### config.mk
export PLATFORM = sky130hd
export DESIGN_NAME = cms_cell_update
export DESIGN_NICKNAME = d
export VERILOG_FILES = /design/src/cms_pkg.sv /design/src/cms_cell_update.sv
export SDC_FILE = /design/constraint.sdc
export NUM_CORES = 1
export LEC_CHECK = 0
export BUFFER_PORTS_ARGS = -buffer_cell sky130_fd_sc_hd__buf_4
export CORE_ASPECT_RATIO = 0.8
export CORE_MARGIN = 5
export CORE_UTILIZATION = 36
export DETAILED_ROUTE_END_ITERATION = 7
export PLACE_DENSITY = 0.75
export SLEW_MARGIN = 5
export SYNTH_ARGS = -nofsm -noshare
export SYNTH_HDL_FRONTEND = slang
export SYNTH_SLANG_ARGS = --single-unit
### constraint.sdc
create_clock -name vclk -period 3
set_clock_uncertainty 0.1 [all_clocks]
set_input_delay 0.15 -clock vclk [all_inputs]
set_output_delay 0.15 -clock vclk [all_outputs]
set_load 0.03 [all_outputs]
### src/cms_pkg.sv
package cms_pkg;

	// Item fields.
	localparam int IDX_W    = 10;
	localparam int MOMENT_W = 16;
	localparam int SPIN_W   = 16;
	localparam int SUM_W    = 48;

	// Cell storage.
	localparam int CELL_COUNT = 1024;
	localparam int CELL_AW    = (CELL_COUNT > 1) ? $clog2(CELL_COUNT) : 1;

	// A moment times a spin component: 17-bit signed by 16-bit signed.
	localparam int PROD_W = MOMENT_W + SPIN_W + 1;

	// Operation codes.
	localparam logic [1:0] OP_CLEAR = 2'd0;
	localparam logic [1:0] OP_ADD   = 2'd1;
	localparam logic [1:0] OP_READ  = 2'd2;

	typedef logic signed [SUM_W-1:0]  sum_t;
	typedef logic signed [PROD_W-1:0] prod_t;

	// One stored cell: sticky saturation flag and three sums.
	typedef struct packed {
		logic saturated;
		sum_t z;
		sum_t y;
		sum_t x;
	} cell_word_t;

	localparam int WORD_W = $bits(cell_word_t);

	// The three products of one atom.
	typedef struct packed {
		prod_t z;
		prod_t y;
		prod_t x;
	} moment_vec_t;

endpackage

### src/cms_cell_update.sv
module cms_cell_update
	import cms_pkg::*;
(
	input  cell_word_t  old_word,
	input  moment_vec_t prod,
	output cell_word_t  new_word
);

	logic signed [SUM_W:0] wide_x;
	logic signed [SUM_W:0] wide_y;
	logic signed [SUM_W:0] wide_z;
	logic                  ovf_x;
	logic                  ovf_y;
	logic                  ovf_z;

	// Exact sums one bit wider than the accumulators.
	assign wide_x = {old_word.x[SUM_W-1], old_word.x} + (SUM_W+1)'(prod.x);
	assign wide_y = {old_word.y[SUM_W-1], old_word.y} + (SUM_W+1)'(prod.y);
	assign wide_z = {old_word.z[SUM_W-1], old_word.z} + (SUM_W+1)'(prod.z);

	// Overflow shows as the top two bits of the exact sum differing.
	assign ovf_x = wide_x[SUM_W] ^ wide_x[SUM_W-1];
	assign ovf_y = wide_y[SUM_W] ^ wide_y[SUM_W-1];
	assign ovf_z = wide_z[SUM_W] ^ wide_z[SUM_W-1];

	// Clamp to the bound on the side of the true sign.
	always_comb begin
		new_word.x = ovf_x ? {wide_x[SUM_W], {(SUM_W-1){~wide_x[SUM_W]}}}
		                   : wide_x[SUM_W-1:0];
		new_word.y = ovf_y ? {wide_y[SUM_W], {(SUM_W-1){~wide_y[SUM_W]}}}
		                   : wide_y[SUM_W-1:0];
		new_word.z = ovf_z ? {wide_z[SUM_W], {(SUM_W-1){~wide_z[SUM_W]}}}
		                   : wide_z[SUM_W-1:0];
		new_word.saturated = old_word.saturated | ovf_x | ovf_y | ovf_z;
	end

endmodule

* After elaboration in Yosys (flattened, before gate mapping)
Cells that the tools add are included.
W data, S select, Z words.
** Word-level totals
- Register bits :: 0
- Latch bits :: 0
- Memory bits (writable) :: 0
- ROM bits :: 0
- Input bits :: 244
- Output and inout port bits :: 145
- Logic and storage cells :: 15
- Memories :: 0
** Operators by class
- $add $sub $neg :: 3
- Multipliers :: 0
- Divide/modulo/power cells :: 0
- $lt $le $gt $ge :: 0
- Eq/ne operators :: 0
- Shifts and indexed selects :: 0
- Muxes and demuxes :: 3
- Bitwise gates (word level) :: 9
- Reductions and logical operators :: 0
** Operator list (number)
- $add A48 B33 Y49 :: 3
- $mux W48 :: 3
- $not A1 Y1 :: 3
- $or A1 B1 Y1 :: 3
- $xor A1 B1 Y1 :: 3

* Longest topological paths before layout
Gate-level depths: netlist of the first run.
- Depth in word-level cells :: 5
- Depth in mapped cells :: 14

* Worst setup path after synthesis of the first run
No wires, ideal clock.
- Path type :: input port to output port
- Start :: input port old_word[0] (netlist bit)
- End :: output port new_word[46] (netlist bit)
- Arrival :: 3.267 ns
- Slack :: -0.517 ns
- Stages on the path :: 12
- Buffers on the path :: 0
- Cell sequence :: ha_1 > inv_1 > fa_1 > nand2b_1 > a211oi_2 > o211ai_1 > a2111o_1 > a21oi_1 > o2111a_1 > o21ai_0 > o311a_1 > o31ai_1
** RTL lines
- from (decl) :: RTL line cms_cell_update.sv:4 : input cell_word_t old_word,
- to (decl) :: RTL line cms_cell_update.sv:6 : output cell_word_t new_word

==> results of run 1 <==
==> Yosys cell counts, types with 4 or more instances <==
cell type,count,share of area (%)
o211ai_1,19,1.5
a31oi_1,27,1.8
nor2_1,78,3.1
a21boi_0,6,0.48
a221oi_1,4,0.37
nand4_1,27,1.8
nand2_1,122,4.9
o21bai_1,21,1.7
o41ai_1,4,0.37
o31a_1,5,0.47
a21oi_1,249,13
and2_1,10,0.67
a21o_1,65,5.2
clkbuf_1,39,1.6
o21a_1,21,1.7
nor4_1,7,0.47
and4_1,6,0.56
inv_1,45,1.8
o31ai_1,14,1.1
nor3_1,23,1.2
nor2b_1,16,1.1
a211oi_1,17,1.4
a221o_1,5,0.53
clkbuf_2,4,0.21
nand2b_1,14,0.93
and3_1,14,0.93
buf_2,27,1.4
o211a_1,5,0.53
o21ai_0,123,6.6
nand3_1,29,1.5
nand3b_1,4,0.32
ha_1,144,19
xor2_1,54,5.0
xnor2_1,75,7.0
maj3_1,8,0.85
or3_1,4,0.27
==> worst max-delay path by stage <==
stage | startpoint | endpoint | cells past startpoint
2_1_floorplan | old_word[96] | new_word[113] | 13
3_3_place_gp | old_word[0] | new_word[144] | 14
3_5_place_dp | old_word[0] | new_word[144] | 14
4_1_cts | old_word[0] | new_word[144] | 14
5_1_grt | old_word[120] | new_word[138] | 14
6_report | old_word[120] | new_word[138] | 14
==> power breakdown <==
group | switching [W] | total, W | internal, W | leakage, nW
clock network | 0 | 0.000000000179 | 0.000000000179 | 0.0000254
logic | 0.00498 | 0.00920 | 0.00422 | 9.57
registers | 0 | 0 | 0 | 0
total | 0.00498 | 0.00920 | 0.00422 | 9.57
==> worst max-delay path, delay by kind of cell <==
family	cells	cell delay (ps)
adders and majority gates	1	330
buffers and inverters	4	580
AOI/OAI and AO/OA	8	2350
and+or+nand+nor	1	90
==> layout make-up <==
type	count	area, um^2	share of cell area (%)
Inverter	45	171	0.803
Tap cell	351	439	2.06
Multi-Input combinational cell	1294	12000	56.2
Antenna cell	4	10.0	0.0469
Timing Repair Buffer	955	8730	40.9
==> metal layers <==
metal  vias to the layer above  wire, um  track usage [%]
met5                         -         0                0
met4                         0      7080             18.7
met3                       680      8590             6.02
met2                      1678     30400             61.4
met1                      7919     24100             44.0
li1                       7090         -                -
==> cells by family after synthesis <==
group	after synthesis	synth area share, %
compound gates	636	42.1
buf+inv	118	5.26
xor+xnor	130	12.4
mux	4	0.467
fa+ha+maj	155	20.7
simple gates	368	19.1
==> timing repair <==
action / in CTS / in global routing
pin swaps: 121 / 111
gates cloned: 19 / 2
hold buffers: 0 / 0
gates resized for setup: 439 / 238
buffers inserted: 67 / 47
setup endpoints to repair: 144 / 144
hold endpoints to repair: 0 / 0
==> stage by stage <==
step                std cells  utilization, %
floorplan                1411               -
global placement         2537            67.1
detailed placement       2537            67.1
CTS                      2615            78.3
global route             2649            83.9
finish                   2649            83.9
==> metrics.txt, run 1 <==
outcome=complete, but fails checks; failing checks=DRC, setup timing; initial core utilization=a little under two fifths; register area=0 um^2; WP data required=about 2800 ps; Setup crit end kind=primary output; Critical Path Source Type=primary input; FFs & Latches=0; DR pass1 iterations=8; core area=around 25,000 um^2; most used cell, CP=buf_4; # clk buffers=0; Max-Slew Margin vs Limit=a little over half; worst-path fanout max=4; number of port buffers=around 390; commonest non-fill, non-tap cells in the layout=buf_4 (687), buf_6 (206), nand2_1 (114); Power Dens Cells=between 400 and 500 nW/um^2; global-route wire length before repair=between 80,000 and 90,000 um; critical path cell sequence=buf_4, ha_1, buf_4, buf_4, nand2_1, o21a_1, o211ai_1, a22oi_1, o21ai_2, a31oi_2, o21bai_1, a311oi_2, o41ai_4, buf_6; CP arrival=~3500 ps; period utilisation layout=126%; total number of vias=about 17k; Worst Hold Class=primary input to primary output; endpoints failing setup=143; P&R area growth vs syn=128%; # IOs=389; area of the mapped netlist=~9400 um^2; DIE AREA=between 20,000 and 30,000 um^2; largest net degree at the start of global routing=16; pre-CTS setup slack=-588 ps; CP max stage cell=o211ai_1; Iteration-0 DRC Markers=between 2k and 2.5k; die height=~150 um; DR WL/cell=around 26 um; Yosys warning count=0; DRC errors left=45; power after layout=approximately 0.009 W; fmax=between 200 and 300 MHz; DP HPWL=between 40,000 and 50,000 um; post-route cell area=around 21,000 um^2; GRT overflow=0; synthesized instance count=1,411; cell leakage power=9.57 nW; hold endpoint=new_word[144]; most common cell after layout, fill and taps aside=buf_4; Max Slew Vio Count=0; Via density=between 6 and 7; nets=2,687; syn_nets=~1.8k; hold path depth=3; RSZ-0062 raised after global routing=yes; setup ws final=-770 ps; Overall Global Routing Usage=a little over a third; Placer Congestion=~1; Area after DPL=about 17,000 um^2; # fillers=1,247; num rows=52; initial antenna violation count=4; VDD IR max=just under 0.4 mV; ratio of cells with drive above 1 in the final layout=roughly 58%; fin crit period=3770 ps; sequential fraction of the synthesis area=0%; HP Start=old_word[144]; hold slack=515 ps; Setup CP Type=primary input to primary output; Final ANT Viol Nets=0; max cap viols=0; Worst-Margin Slew=slightly below 700 ps; vias in the first global route=approximately 16k; Die W=between 150 and 200 um; syn avg cell area=6.64 um^2; Fin Setup TNS=-53,840 ps; CP peak stage delay=around 570 ps; Unique masters post-synth=81; final-report hold violation count=0; final WL=roughly 70,000 um
Power figures use the tool's default switching activity.
==> run 2, diff against run 1 <==
--- a/config.mk
+++ b/config.mk
@@ -6,7 +6,6 @@
 export NUM_CORES = 1
 export LEC_CHECK = 0
 export BUFFER_PORTS_ARGS = -buffer_cell sky130_fd_sc_hd__buf_4
-export CORE_ASPECT_RATIO = 0.8
 export CORE_MARGIN = 5
 export CORE_UTILIZATION = 36
 export DETAILED_ROUTE_END_ITERATION = 7
==> metrics.txt, run 2 (synthesis gave the netlist of run 1 again) <==
outcome=complete, but fails checks; failing checks=DRC, setup timing; CP delay by family, top=compound AO/OA/AOI/OAI gates; Max Slew Vio Count=0; RSZ-0062 raised after global routing=yes; # IOs=around 390; GRT overflow=0; global-route wire length before repair=approximately 82,000 um; Max-Slew Margin vs Limit=a little over half; fin crit period=roughly 3600 ps; Layout Utilization=80.5%; critical path cell sequence=buf_4, ha_1, buf_4, a21oi_1, o21ai_0, a21oi_1, o21ai_1, a2111oi_2, buf_4, o31ai_4, xor2_2, buf_6, xnor2_4, or4_4, buf_6; Critical Path Source Type=primary input; Iteration-0 DRC Markers=between 1.5k and 2k; fmax=approximately 280 MHz; final-report hold violation count=0; DRC errors left=30; Final ANT Viol Nets=0; Overall Global Routing Usage=about a third; DR WL/cell=between 20 and 25 um; # clk buffers=0; total number of vias=16.4k; setup ws final=-577 ps; Worst Hold Class=primary input to primary output; Placer Congestion=roughly 0.98; WP data required=around 2800 ps; CP peak stage delay=510 ps; core area=around 26,000 um^2; CP arrival=about 3300 ps; Power Dens Cells=roughly 430 nW/um^2; Setup CP Type=primary input to primary output; die height=around 170 um; nets=between 2k and 3k; num rows=59; largest net degree at the start of global routing=27; commonest non-fill, non-tap cells in the layout=buf_4 (685), buf_6 (210), nand2_1 (118); Via density=around 6.3; Setup crit end kind=primary output; VDD IR max=roughly 0.47 mV; power after layout=between 0.008 and 0.009 W; Worst-Margin Slew=between 700 and 800 ps; pre-CTS setup slack=-756 ps; final WL=approximately 62,000 um; FFs & Latches=0; most used cell, CP=buf_4; register area=0 um^2; DP HPWL=39,600 um; CP max stage cell=or4_4; endpoints failing setup=~140; vias in the first global route=16.1k; period utilisation layout=119%; worst-path fanout max=6; DIE AREA=29,400 um^2; initial core utilization=36.3%; DR pass1 iterations=8; max cap viols=0; cell leakage power=about 9.5 nW; # fillers=about 1.5k; WP buf/inv=5; Die W=around 170 um; P&R area growth vs syn=122%; initial antenna violation count=1; number of port buffers=389; most common cell after layout, fill and taps aside=buf_4; cts hold-fix bufs=0; ratio of cells with drive above 1 in the final layout=a little under three fifths; hold slack=roughly 560 ps
run 2: routing by layer:
layer / share of wire, % / track usage (%)
met5: 0 / 0
met2: 48 / 64.0
met3: 9.2 / 5.22
met1: 33 / 35.8
met4: 9.4 / 18.9
run 2: tightest hold or removal path: stages:
cell	delay [ps]
buf_4	90
or4_4	140
buf_6	130
run 2: worst paths after layout:
kind,start,to,slack (ps),cells after the start
setup / recovery,old_word[20],new_word[144],-580,15
hold / removal,old_word[144],new_word[144],560,3
run 2: where the power goes:
| part | total (W) | switching [W] | internal [W] |
|---|---|---|---|
| sequential | 0 | 0 | 0 |
| clock | 0.0000000000446 | 0 | 0.0000000000446 |
| combinational | 0.00884 | 0.00473 | 0.00412 |
run 2: cell type report:
cell class / instances / area [um^2] / share of cell area (%)
Antenna cell: 1 / 2.50 / 0.0120
Timing Repair Buffer: 947 / 8560 / 41.1
Inverter: 45 / 171 / 0.824
Tap cell: 335 / 419 / 2.01
Multi-Input combinational cell: 1294 / 11700 / 56.0
run 2: timing repair:
| item | CTS | global route |
|---|---|---|
| pin swaps | 112 | 97 |
| endpoints found under the setup margin | 145 | 144 |
| gates cloned | 12 | 7 |
| setup buffers | 55 | 56 |
| resized for setup | 401 | 214 |
run 2: stage by stage:
stage,setup TNS [ps],cells,area [um^2]
2_1_floorplan,-1730,1411,10500
3_3_place_gp,-56850,2524,17100
3_5_place_dp,-67120,2524,17100
4_1_cts,-30630,2585,19500
5_1_grt,-57540,2622,20800
6_report,-43710,2622,20800
